`src/rtl/core/tpmm_pkg.sv`:
```
// Shared types, constants and lookup tables for the touch pad to MIDI mapper.
`default_nettype none

package tpmm_pkg;

  // Pad count and field widths
  localparam int PAD_COUNT = 32;
  localparam int PAD_W     = 5;
  localparam int NOTE_W    = 7;
  localparam int VEL_IDX_W = 3;

  // MIDI status bytes and fixed values
  localparam logic [7:0] STATUS_NOTE    = 8'h90;
  localparam logic [7:0] STATUS_PROGRAM = 8'hc0;
  localparam logic [7:0] STATUS_CTRL    = 8'hb0;
  localparam logic [6:0] CTRL_ON_VALUE  = 7'h7f;
  localparam logic [6:0] PROGRAM_MAX    = 7'd127;
  localparam logic [2:0] VEL_IDX_MAX    = 3'd4;

  // Message lengths
  localparam logic [1:0] LEN_NONE    = 2'd0;
  localparam logic [1:0] LEN_PROGRAM = 2'd2;
  localparam logic [1:0] LEN_FULL    = 2'd3;

  // Command codes
  localparam logic CMD_TOUCH_ON  = 1'b0;
  localparam logic CMD_TOUCH_OFF = 1'b1;

  // Configuration register indexes
  localparam logic CFG_LAYOUT_MODE = 1'b0;
  localparam logic CFG_START_VEL   = 1'b1;

  // Step arguments of control pads
  localparam logic [7:0] STEP_UP   = 8'h01;
  localparam logic [7:0] STEP_DOWN = 8'hff;

  typedef enum logic [2:0] {
    ROLE_KEY  = 3'd0,
    ROLE_PROG = 3'd1,
    ROLE_OCT  = 3'd2,
    ROLE_VEL  = 3'd3,
    ROLE_CTRL = 3'd4
  } pad_role_t;

  typedef struct packed {
    pad_role_t  role;
    logic [7:0] arg;
  } pad_entry_t;

  // Pad role lookup for both layouts
  function automatic pad_entry_t pad_rom(input logic mode, input logic [PAD_W-1:0] pad);
    pad_entry_t e;
    e.role = ROLE_KEY;
    e.arg  = 8'd60 + {3'd0, pad};
    if (mode) begin
      if (pad < 5'd16) begin
        e.arg = 8'd48 + {3'd0, pad};
      end else if (pad < 5'd24) begin
        e.arg = 8'd87 - {3'd0, pad};
      end else begin
        case (pad)
          5'd24: begin e.role = ROLE_OCT;  e.arg = STEP_UP;   end
          5'd25: begin e.role = ROLE_VEL;  e.arg = STEP_UP;   end
          5'd26: begin e.role = ROLE_VEL;  e.arg = STEP_DOWN; end
          5'd27: begin e.role = ROLE_PROG; e.arg = STEP_UP;   end
          5'd28: begin e.role = ROLE_PROG; e.arg = STEP_DOWN; end
          5'd29: begin e.role = ROLE_CTRL; e.arg = STEP_UP;   end
          5'd30: begin e.role = ROLE_OCT;  e.arg = STEP_DOWN; end
          default: begin e.role = ROLE_KEY; e.arg = 8'd72; end
        endcase
      end
    end
    return e;
  endfunction

  // Velocity by index
  function automatic logic [6:0] vel_rom(input logic [VEL_IDX_W-1:0] idx);
    logic [6:0] v;
    case (idx)
      3'd0:    v = 7'd60;
      3'd1:    v = 7'd80;
      3'd2:    v = 7'd100;
      3'd3:    v = 7'd114;
      default: v = 7'd127;
    endcase
    return v;
  endfunction

endpackage

`default_nettype wire

```
`src/rtl/core/touch_pad_to_midi_mapper_unit.sv`:
```
// Touch pad to MIDI mapper: pad event decode, held-note store and MIDI message build.
// An accepted transaction is registered in the read stage, then in the output register.
// Throughput: one transaction per cycle unless the output stalls; the held-note memory is
// read on capture and written back, with a bypass when consecutive events hit one pad.
// Reset: synchronous, active high; clears octave, program, velocity index (to 4), layout,
// the held-note valid bits (unwritten notes read as zero) and both pipeline valids.
`default_nettype none

module touch_pad_to_midi_mapper_unit import tpmm_pkg::*; (
  input  wire logic                 clk,
  input  wire logic                 rst,
  // Touch event channel
  input  wire logic                 item_valid,
  output logic                      item_stall,
  input  wire logic                 command,
  input  wire logic [PAD_W-1:0]     pad,
  // Result channel
  output logic                      result_valid,
  input  wire logic                 result_stall,
  output logic                      send,
  output logic [1:0]                byte_count,
  output logic [7:0]                status_byte,
  output logic [6:0]                data_one,
  output logic [6:0]                data_two,
  output logic                      indicator_pulse,
  output logic signed [1:0]         octave_now,
  // Configuration write channel
  input  wire logic                 cfg_valid,
  output logic                      cfg_ready,
  input  wire logic                 cfg_index,
  input  wire logic [VEL_IDX_W-1:0] cfg_data
);

  // Architectural state
  logic                 layout_mode;
  logic signed [1:0]    octave;
  logic [VEL_IDX_W-1:0] vel_idx;
  logic [6:0]           program_num;
  logic [NOTE_W-1:0]    held_mem [2**PAD_W];
  logic [2**PAD_W-1:0]  held_valid;

  // Read stage registers
  logic                 s1_valid;
  logic                 s1_cmd;
  logic [PAD_W-1:0]     s1_pad;
  logic [NOTE_W-1:0]    s1_rd;
  logic                 s1_fwd;
  logic [NOTE_W-1:0]    s1_fwd_data;

  // Handshake and write-back controls
  logic                 out_free;
  logic                 s1_adv;
  logic                 accept;
  logic                 cfg_write;
  logic                 wr_en;
  logic [NOTE_W-1:0]    wr_data;

  // Result stage logic
  pad_entry_t           entry;
  logic                 up;
  logic                 in_range;
  logic [NOTE_W-1:0]    held_val;
  logic [6:0]           oct_add;
  logic signed [1:0]    octave_next;
  logic [VEL_IDX_W-1:0] vel_idx_next;
  logic [6:0]           program_next;
  logic                 send_next;
  logic [1:0]           count_next;
  logic [7:0]           status_next;
  logic [6:0]           d1_next;
  logic [6:0]           d2_next;
  logic                 pulse_next;
  logic [VEL_IDX_W-1:0] cfg_vel;

  assign out_free   = !result_valid || !result_stall;
  assign s1_adv     = s1_valid && out_free;
  assign item_stall = s1_valid && !out_free;
  assign accept     = item_valid && !item_stall;
  assign cfg_ready  = 1'b1;
  assign cfg_write  = cfg_valid && cfg_ready;
  assign cfg_vel    = (cfg_data > VEL_IDX_MAX) ? VEL_IDX_MAX : cfg_data;

  // Capture the transaction and read its held note
  always_ff @(posedge clk) begin
    if (rst) begin
      s1_valid <= 1'b0;
    end else if (accept) begin
      s1_valid <= 1'b1;
    end else if (s1_adv) begin
      s1_valid <= 1'b0;
    end
    if (accept) begin
      s1_cmd      <= command;
      s1_pad      <= pad;
      s1_fwd      <= wr_en && (s1_pad == pad);
      s1_fwd_data <= wr_data;
    end
  end

  // Held-note memory, read before write
  always_ff @(posedge clk) begin
    if (wr_en) begin
      held_mem[s1_pad] <= wr_data;
    end
    if (accept) begin
      s1_rd <= held_mem[pad];
    end
  end

  // Decode the pad and build the message
  always_comb begin
    entry    = pad_rom(layout_mode, s1_pad);
    up       = (entry.arg == STEP_UP);
    in_range = (int'(s1_pad) < PAD_COUNT);
    held_val = s1_fwd ? s1_fwd_data : (held_valid[s1_pad] ? s1_rd : '0);
    case (octave)
      2'sd1:   oct_add = 7'd12;
      -2'sd1:  oct_add = 7'd116;
      default: oct_add = 7'd0;
    endcase

    octave_next  = octave;
    vel_idx_next = vel_idx;
    program_next = program_num;
    send_next    = 1'b0;
    count_next   = LEN_NONE;
    status_next  = '0;
    d1_next      = '0;
    d2_next      = '0;
    pulse_next   = 1'b0;
    wr_en        = 1'b0;
    wr_data      = entry.arg[6:0] + oct_add;

    if (s1_adv && in_range) begin
      if (s1_cmd == CMD_TOUCH_ON) begin
        case (entry.role)
          ROLE_KEY: begin
            wr_en       = 1'b1;
            send_next   = 1'b1;
            count_next  = LEN_FULL;
            status_next = STATUS_NOTE;
            d1_next     = wr_data;
            d2_next     = vel_rom(vel_idx);
            pulse_next  = 1'b1;
          end
          ROLE_PROG: begin
            if (up && program_num < PROGRAM_MAX) begin
              program_next = program_num + 7'd1;
            end else if (!up && program_num != 7'd0) begin
              program_next = program_num - 7'd1;
            end
            send_next   = 1'b1;
            count_next  = LEN_PROGRAM;
            status_next = STATUS_PROGRAM;
            d1_next     = program_next;
            pulse_next  = 1'b1;
          end
          ROLE_OCT: begin
            if (octave == 2'sd0) begin
              octave_next = up ? 2'sd1 : -2'sd1;
            end else begin
              octave_next = 2'sd0;
            end
          end
          ROLE_VEL: begin
            if (up && vel_idx < VEL_IDX_MAX) begin
              vel_idx_next = vel_idx + 3'd1;
              pulse_next   = 1'b1;
            end else if (!up && vel_idx != 3'd0) begin
              vel_idx_next = vel_idx - 3'd1;
              pulse_next   = 1'b1;
            end
          end
          default: begin
            send_next   = 1'b1;
            count_next  = LEN_FULL;
            status_next = STATUS_CTRL;
            d1_next     = entry.arg[6:0];
            d2_next     = CTRL_ON_VALUE;
            pulse_next  = 1'b1;
          end
        endcase
      end else if (entry.role == ROLE_KEY) begin
        send_next   = 1'b1;
        count_next  = LEN_FULL;
        status_next = STATUS_NOTE;
        d1_next     = held_val;
        pulse_next  = 1'b1;
      end else if (entry.role == ROLE_CTRL) begin
        send_next   = 1'b1;
        count_next  = LEN_FULL;
        status_next = STATUS_CTRL;
        d1_next     = entry.arg[6:0];
        pulse_next  = 1'b1;
      end
    end
  end

  // Update state, held-note valid bits and configuration
  always_ff @(posedge clk) begin
    if (rst) begin
      layout_mode <= 1'b0;
      octave      <= 2'sd0;
      vel_idx     <= VEL_IDX_MAX;
      program_num <= 7'd0;
      held_valid  <= '0;
    end else begin
      if (s1_adv) begin
        octave      <= octave_next;
        vel_idx     <= vel_idx_next;
        program_num <= program_next;
      end
      if (wr_en) begin
        held_valid[s1_pad] <= 1'b1;
      end
      if (cfg_write) begin
        case (cfg_index)
          CFG_LAYOUT_MODE: layout_mode <= cfg_data[0];
          CFG_START_VEL:   vel_idx     <= cfg_vel;
          default:         layout_mode <= layout_mode;
        endcase
      end
    end
  end

  // Hold the result until the downstream side takes it
  always_ff @(posedge clk) begin
    if (rst) begin
      result_valid <= 1'b0;
    end else if (out_free) begin
      result_valid <= s1_valid;
    end
    if (s1_adv) begin
      send            <= send_next;
      byte_count      <= count_next;
      status_byte     <= status_next;
      data_one        <= d1_next;
      data_two        <= d2_next;
      indicator_pulse <= pulse_next;
      octave_now      <= octave_next;
    end
  end

`ifndef SYNTHESIS
  // A stall means both stages hold a transaction
  a_stall_full: assert property (@(posedge clk) disable iff (rst)
    item_stall |-> (s1_valid && result_valid))
    else $error("input stalled with a free pipeline slot");

  // A written note is marked valid on the next cycle
  a_wr_valid: assert property (@(posedge clk) disable iff (rst)
    wr_en |=> held_valid[$past(s1_pad)])
    else $error("held-note valid bit not set after write");

  // Velocity index stays within the table and octave never reaches -2
  a_vel_range: assert property (@(posedge clk) disable iff (rst)
    s1_adv |=> (vel_idx <= VEL_IDX_MAX && octave != -2'sd2))
    else $error("velocity index or octave out of range after update");
`endif

endmodule

`default_nettype wire
```
`config.mk`:
```
export PLATFORM = sky130hd
export DESIGN_NAME = touch_pad_to_midi_mapper_unit
export DESIGN_NICKNAME = d
export VERILOG_FILES = /design/src/rtl/core/tpmm_pkg.sv /design/src/rtl/core/touch_pad_to_midi_mapper_unit.sv
export SDC_FILE = /design/constraint.sdc
export NUM_CORES = 1
export LEC_CHECK = 0
export BUFFER_PORTS_ARGS = -buffer_cell sky130_fd_sc_hd__buf_4
export CAP_MARGIN = 20
export CORE_MARGIN = 4
export CORE_UTILIZATION = 35
export DETAILED_ROUTE_END_ITERATION = 8
export PLACE_DENSITY_LB_ADDON = 0.25
export SYNTH_ARGS = -nofsm -noshare
export SYNTH_HDL_FRONTEND = slang
export SYNTH_SLANG_ARGS = --single-unit
```
`constraint.sdc`:
```
create_clock -name clk -period 5.8 [get_ports clk]
set_input_delay 1.16 -clock clk [delete_from_list [all_inputs] [get_ports clk]]
set_output_delay 1.16 -clock clk [all_outputs]
set_load 0.05 [all_outputs]
```
-- Word level (Yosys, flattened, before mapping)
Memory sizes are Yosys's and may differ from the RTL's. A register that Yosys moved wholly into a read port is not among the register bits.
Index checks and enable logic that the tools add are counted.
- bits in registers: 89
- input bits: 15
- output and inout bits: 31
- memory bits (writable): 224
- memories kept: 1
- magnitude comparators: 7
- add/subtract/negate cells: 8
- eq/ne operators: 18
- muxes and demuxes: 56
- reduce and logical (&&, ||, !) cells: 25
- bitwise operators: 3
- memory list (name ; depth ; width ; read ports ; clocked after memory_dff ; wr ports ; RTL line ; source):
    held_mem ; 32 ; 7 ; 1 ; 1 ; 1 ; touch_pad_to_midi_mapper_unit.sv:39 ; logic [NOTE_W-1:0] held_mem [2**PAD_W];
- operator list (operator ; count):
    11-bit one-hot mux with 7 select lines ; 1
    7-bit two-way mux ; 7
    8-bit two-way mux ; 5
    5-bit equality test, second input constant ; 7
    32-bit bitwise OR ; 1
    3-bit two-way mux ; 10
    7-bit one-hot mux with 2 select lines ; 2
    7-bit one-hot mux with 4 select lines ; 1
    8-bit one-hot mux with 3 select lines ; 1
    7-bit one-hot mux with 3 select lines ; 1
    1-bit two-way mux ; 16
    6-bit by 5-bit adder with 7-bit output, first input constant ; 2
    2-bit two-way mux ; 7
    3-bit by 2-bit equality test with 1-bit output, second input constant ; 4
    11-bit two-way mux ; 1
    5-bit less-than comparator, second input constant ; 2
    1-bit logical AND ; 9
    8-bit by 1-bit equality test with 1-bit output, second input constant ; 1
    7-bit by 5-bit subtractor with 8-bit output, first input constant ; 1
    7-bit by 1-bit adder with 7-bit output, second input constant ; 1
    7-bit adder ; 1
    7-bit less-than comparator, second input constant ; 1
    7-bit nonzero test ; 1
    7-bit by 1-bit subtractor with 7-bit output, second input constant ; 1
    26 further kinds ; 33

-- Longest topological paths before layout
- word-level depth: 15
- mapped depth: 16

-- Worst setup path after synthesis
No wires, ideal clock.
- path type: flip-flop to flip-flop
- start point: reg s1_pad[3]
- end point: reg data_one[6] (data pin)
- library setup time: 0.131 ns
- data arrival time: 3.952 ns
- slack: 1.718 ns
- clock period less this slack: 4.082 ns
- buffers on the path: 1
- stages on the path, launching flop included: 16
- path through: edfxtp_1 -> ha_1 -> buf_6 -> or4b_1 -> o211ai_2 -> a21oi_1 -> nand2_1 -> o21ai_0 -> fa_1 -> a21o_1 -> a21oi_1 -> xnor2_1 -> xor2_1 -> o21a_1 -> a221oi_1 -> nand2_1
- elaborated cells between the ends (all ways): 39
- classes of those cells: add/sub: 4; order compare: 2; eq/ne: 12; mux: 16; reduce/logical: 5
- RTL lines (item ; RTL line ; source):
    from (decl) ; touch_pad_to_midi_mapper_unit.sv:45 ; logic [PAD_W-1:0] s1_pad;
    from (signal assigned) ; touch_pad_to_midi_mapper_unit.sv:94 ; s1_pad <= pad;
    parallel branches: the longest is 4 deep, another holds 7-bit by 5-bit subtractor with 8-bit output ; -- ;
    11-bit two-way mux (*) ; tpmm_pkg.sv:55 ; if (mode) begin
    7-bit adder (*) ; touch_pad_to_midi_mapper_unit.sv:132 ; wr_data = entry.arg[6:0] + oct_add;
    named net wr_data[6] ; touch_pad_to_midi_mapper_unit.sv:56 ; logic [NOTE_W-1:0] wr_data;
    7-bit one-hot mux with 3 select lines (*) ; touch_pad_to_midi_mapper_unit.sv:136 ; case (entry.role)
    7-bit two-way mux (*) ; touch_pad_to_midi_mapper_unit.sv:135 ; if (s1_cmd == CMD_TOUCH_ON) begin
    named net d1_next[6] ; touch_pad_to_midi_mapper_unit.sv:70 ; logic [6:0] d1_next;
    to (signal assigned) ; touch_pad_to_midi_mapper_unit.sv:237 ; data_one <= d1_next;
    to (decl) ; touch_pad_to_midi_mapper_unit.sv:23 ; output logic [6:0] data_one,
Mark *: on every way through the listed nets, which the timed path passes. The select of a mux whose other input is x is not followed.
A chain may end at the register's enable or synchronous reset.

-- Worst setup path after layout
- start point: reg s1_pad[2]
- end point: reg data_one[6] (data pin)
The elaborated chain is that of the path after synthesis.

==> summary.md <==
| Metric | Value |
|---|---|
| Run status | `finished clean` |
| Clock Pin Slew Worst Setup and Hold Paths | `0.06 ns` |
| Fin nets | `978` |
| Die W | `around 210 microns` |
| XOR/XNOR Fraction of Synth Area | `0.007678` |
| Worst setup endpoint | `data_one[6]$_DFFE_PP_` |
| Fin Clk Skew | `roughly 0.016 ns` |
| M2 GR Usage | `0.2318` |
| Tmin final | `between 4 and 5 ns` |
| Grt met3 use | `0.03231` |
| Maximum vdd drop | `around 0.2 mV` |
| Post-synthesis sequential area ratio | `0.6589` |
| Fin crit share | `0.7293` |
| WL/cell | `between 20 and 25 microns` |
| Switching Fraction | `0.2203` |
| Cts repair resizes | `0` |
| Syn Inst Count | `roughly 900` |
| Placed Instance Area | `roughly 0.015 sq mm` |
| DRC viols | `0` |
| YS warnings | `0` |
| I/O pin cnt | `46` |
| Seq cells post-synth | `316` |
| Max Freq | `approximately 0.24 GHz` |
| Inserted Clock Buffers | `36` |
| Post-route cell area | `around 0.016 sq mm` |
| Main synth FF type | `edfxtp_1` |
| First-pass GRT wire length | `46550 microns` |
| Max-cap viol count | `0` |
| RSZ-0062 raised after global routing | `false` |
| Clock power share | `0.435` |
| Post-synth EDFFs | `approximately 270` |
| Final Power | `approximately 5 mW` |
| Vias in the first global route | `between 7000 and 8000` |
| Storage element area | `0.009019 sq mm` |
| Reg2reg path depth | `15` |
| Setup crit end kind | `flop` |
| Setup crit start | `s1_pad[2]$_DFFE_PP_` |
| First-iteration detailed-routing DRC count | `between 500 and 600` |
| Worst Path Max Fanout | `34` |
| Max-slew violations | `0` |
| Adder-cell share of the synthesized area | `0.01773` |
| GRT met1 Usage | `0.1998` |
| Switching pwr | `~1.1 mW` |
| Synth cell types | `70` |
| Multi-input gate area | `approximately 0.0044 sq mm` |
| Core area | `around 0.039 sq mm` |
| Area Overhead vs Synth | `14.89%` |
| Final setup vio count | `0` |
| # rows | `a little over 70` |
| Clk buf depth | `3` |
| Part of the power in combinational logic | `0.067` |
| Pre-antenna DRT Iters | `5` |
| Max transition margin | `0.3289` |
| Worst-Skew Late Latency | `approximately 0.54 ns` |
| Starting Density | `0.3542` |
| Post-Route WL | `between 30000 and 40000 microns` |
| Reg-to-reg endpoint | `data_one[6]$_DFFE_PP_` |
| ANT cells | `0` |
| Mapped cell area | `about 0.014 sq mm` |
| Most Crowded Layer GR | `met2` |
| CP required | `a little over 6 ns` |
| CTS Hold Bufs | `0` |
| Fill count | `around 3500` |
| Antenna violations before repair | `0` |
| Worst setup SP type | `flop` |
| CTS Sinks | `~320` |
| Clock Tree Root | `clkbuf_16` |
| Syn Area/Cell | `between 15 and 20 sq um` |
| Leak | `5.181 nW` |
| Die height | `just over 200 microns` |
| Flop pwr share | `0.497` |
| PwrDens | `around 320 mW/mm^2` |
| Critical path arrival | `4.51 ns` |
| Largest family of logic cells by synthesized area | `multiplexers` |
| Mux contribution to synthesized area | `0.1431` |
| Final GP Congestion | `around 0.8` |
| CTS tree | `done` |
| Simple-gate share of the synthesized area | `0.07706` |
| Total number of vias | `~7800` |
| H-tree levels | `2` |
| Complex-gate fraction of the synthesized area | `0.07130` |
| HPWL after detailed placement | `just under 20000 microns` |
| Reg-to-reg slack, setup | `1.57 ns` |
| Largest net degree at the start of global routing | `slightly below 60` |
| Slew @ Worst Pin | `1.002 ns` |
| Worst R2R Start | `s1_pad[2]$_DFFE_PP_` |
| Final ANT Viol Nets | `0` |
| Post-CTS Setup Inserts | `0` |
| Cell-internal power | `roughly 4.0 mW` |
| Final Hold Fails | `0` |
| Crit path kind | `reg -> reg` |
| Hold crit path type | `reg -> reg` |
| Fraction of layout cells with a size suffix above 1 | `0.2130` |
| Total Routing Usage GR | `0.1438` |
| IO buf count | `40` |
| Routed vias/inst | `between 5 and 6` |
| Gr ovfl total | `0` |
| Total negative slack | `0 ns` |
| Die area | `between 0.04 and 0.05 sq mm` |
| Ys async rst share | `0` |
-- cells in the mapped netlist, drive strengths merged, types with 2 or more instances --
cell     instances  area [sq um]
clkbuf          28         105.1
and3             8         50.05
a211o            3         26.28
nand2           51         191.4
a211oi           5         50.05
mux2i           16         160.2
a311oi           4         35.03
or2              4         25.02
o21bai           4         30.03
a21oi           59         295.3
conb             2         7.510
o211ai           4         35.03
mux4            73          1644
a22oi            2         15.01
nor3            10         50.05
ha              17         212.7
a2111o           2         22.52
a31o             3         26.28
o21a             2         15.01
nand3           19         95.09
o2bb2ai          2         17.52
inv             17         63.81
and2             4         25.02
xor2             4         35.03
edfxtp         269          8078
buf             29         152.6
mux2            13         153.9
o22ai            6         37.54
nor4             6         37.54
a221o            2         20.02
nand3b           4         30.03
o21ai           23         115.1
a31oi            3         18.77
nand2b           2         12.51
dfxtp           47         940.9
nor2b           11         68.82
a21o             7         52.55
nor2            95         356.6
xnor2            8         70.07
o31ai            4         30.03
nor3b            4         30.03
a221oi           6         58.80
or3              5         31.28
-- state kept, by name, indices dropped and copies added (netlist names), 3 cells and up --
signal and flops:
data_one 7, held_mem 224, held_valid 32, s1_fwd_data 7
data_two 7, vel_idx 3, program_num 7, s1_pad 5
s1_rd 7, status_byte 4
-- kinds of logic (layout without fill, tap and decap cells) --
kind of cell | count (synthesis) | after routing
other cells | 2 | 5
buf+inv | 75 | 140
xor+xnor | 12 | 12
compound gates | 149 | 149
simple gates | 229 | 229
flops | 316 | 316
mux | 102 | 102
fa+ha+maj | 19 | 19
-- power by group through the flow --
| stage | Combinational, mW | Sequential, mW | Clock, mW |
|---|---|---|---|
| 3_3_place_gp | 0.342 | 2.58 | 0 |
| 2_1_floorplan | 0.216 | 2.60 | 0 |
| 6_report | 0.343 | 2.53 | 2.22 |
| 4_1_cts | 0.350 | 2.53 | 2.28 |
| 3_5_place_dp | 0.347 | 2.58 | 0 |
| 5_1_grt | 0.374 | 2.54 | 2.38 |
-- through the flow --
step	instances	hold slack (ns)	utilization	setup WS (ns)
global route	1490	0.4825	0.4069	1.296
global placement	1424	0.4430	0.3761	1.652
CTS	1490	0.4627	0.4069	1.553
floorplan	907	0.4313	-	1.718
finish	1490	0.4595	0.4069	1.570
detailed placement	1425	0.4490	0.3768	1.577
-- final cells by class --
type / instances / area share
sequential: 316 / 0.5735
tap: 518 / 0.04121
inverter: 18 / 0.004296
timing repair buffer: 57 / 0.02848
multi-input combinational: 516 / 0.2785
clock inverter: 17 / 0.01114
clock buffer: 48 / 0.06285
-- worst max-delay path, cell delays in order (launching register included) --
cell      delay [ns]
edfxtp_1        0.53
ha_1            0.36
or4b_1          0.51
o211ai_2        0.21
a21oi_1         0.10
nand2_1         0.08
o21ai_0         0.16
fa_1            0.53
a21o_1          0.18
a21oi_1         0.18
xnor2_1         0.12
xor2_2          0.18
buf_4           0.24
o21a_1          0.22
a221oi_1        0.30
nand2_1         0.08
-- how the worst min path moves through the flow --
| stage | start | endpoint | slack, ns | cells after the start |
|---|---|---|---|---|
| floorplan | held_valid[5]$_SDFFE_PP0P_ | held_valid[5]$_SDFFE_PP0P_ | 0.43 | 2 |
| global placement | held_valid[5]$_SDFFE_PP0P_ | held_valid[5]$_SDFFE_PP0P_ | 0.44 | 2 |
| detailed placement | held_valid[14]$_SDFFE_PP0P_ | held_valid[14]$_SDFFE_PP0P_ | 0.45 | 2 |
| CTS | held_valid[14]$_SDFFE_PP0P_ | held_valid[14]$_SDFFE_PP0P_ | 0.46 | 2 |
| global route | held_valid[21]$_SDFFE_PP0P_ | held_valid[21]$_SDFFE_PP0P_ | 0.48 | 2 |
| finish | held_valid[14]$_SDFFE_PP0P_ | held_valid[14]$_SDFFE_PP0P_ | 0.46 | 2 |
-- placed cells by master (no fill, tap or decap), drive strengths merged, types with 6 or more instances in the layout --
| cell | n |
|---|---|
| edfxtp | 269 |
| nor2 | 95 |
| mux4 | 73 |
| a21oi | 59 |
| buf | 57 |
| nand2 | 51 |
| clkbuf | 48 |
| dfxtp | 47 |
| o21ai | 23 |
| nand3 | 19 |
| ha | 17 |
| inv | 17 |
| mux2i | 16 |
| mux2 | 13 |
| nor2b | 11 |
| clkinv | 11 |
| nor3 | 10 |
| and3 | 8 |
| xnor2 | 8 |
| a21o | 7 |
| o22ai | 6 |
| nor4 | 6 |
| a221oi | 6 |
-- routing by layer --
metal  share of wire  vias to the layer above
met3           0.051                       43
met1            0.45                     3926
met2            0.48                      191
met5               0                        -
li1                -                     3591
met4           0.017                        0
Note: power is estimated with default switching activity, not from simulation.
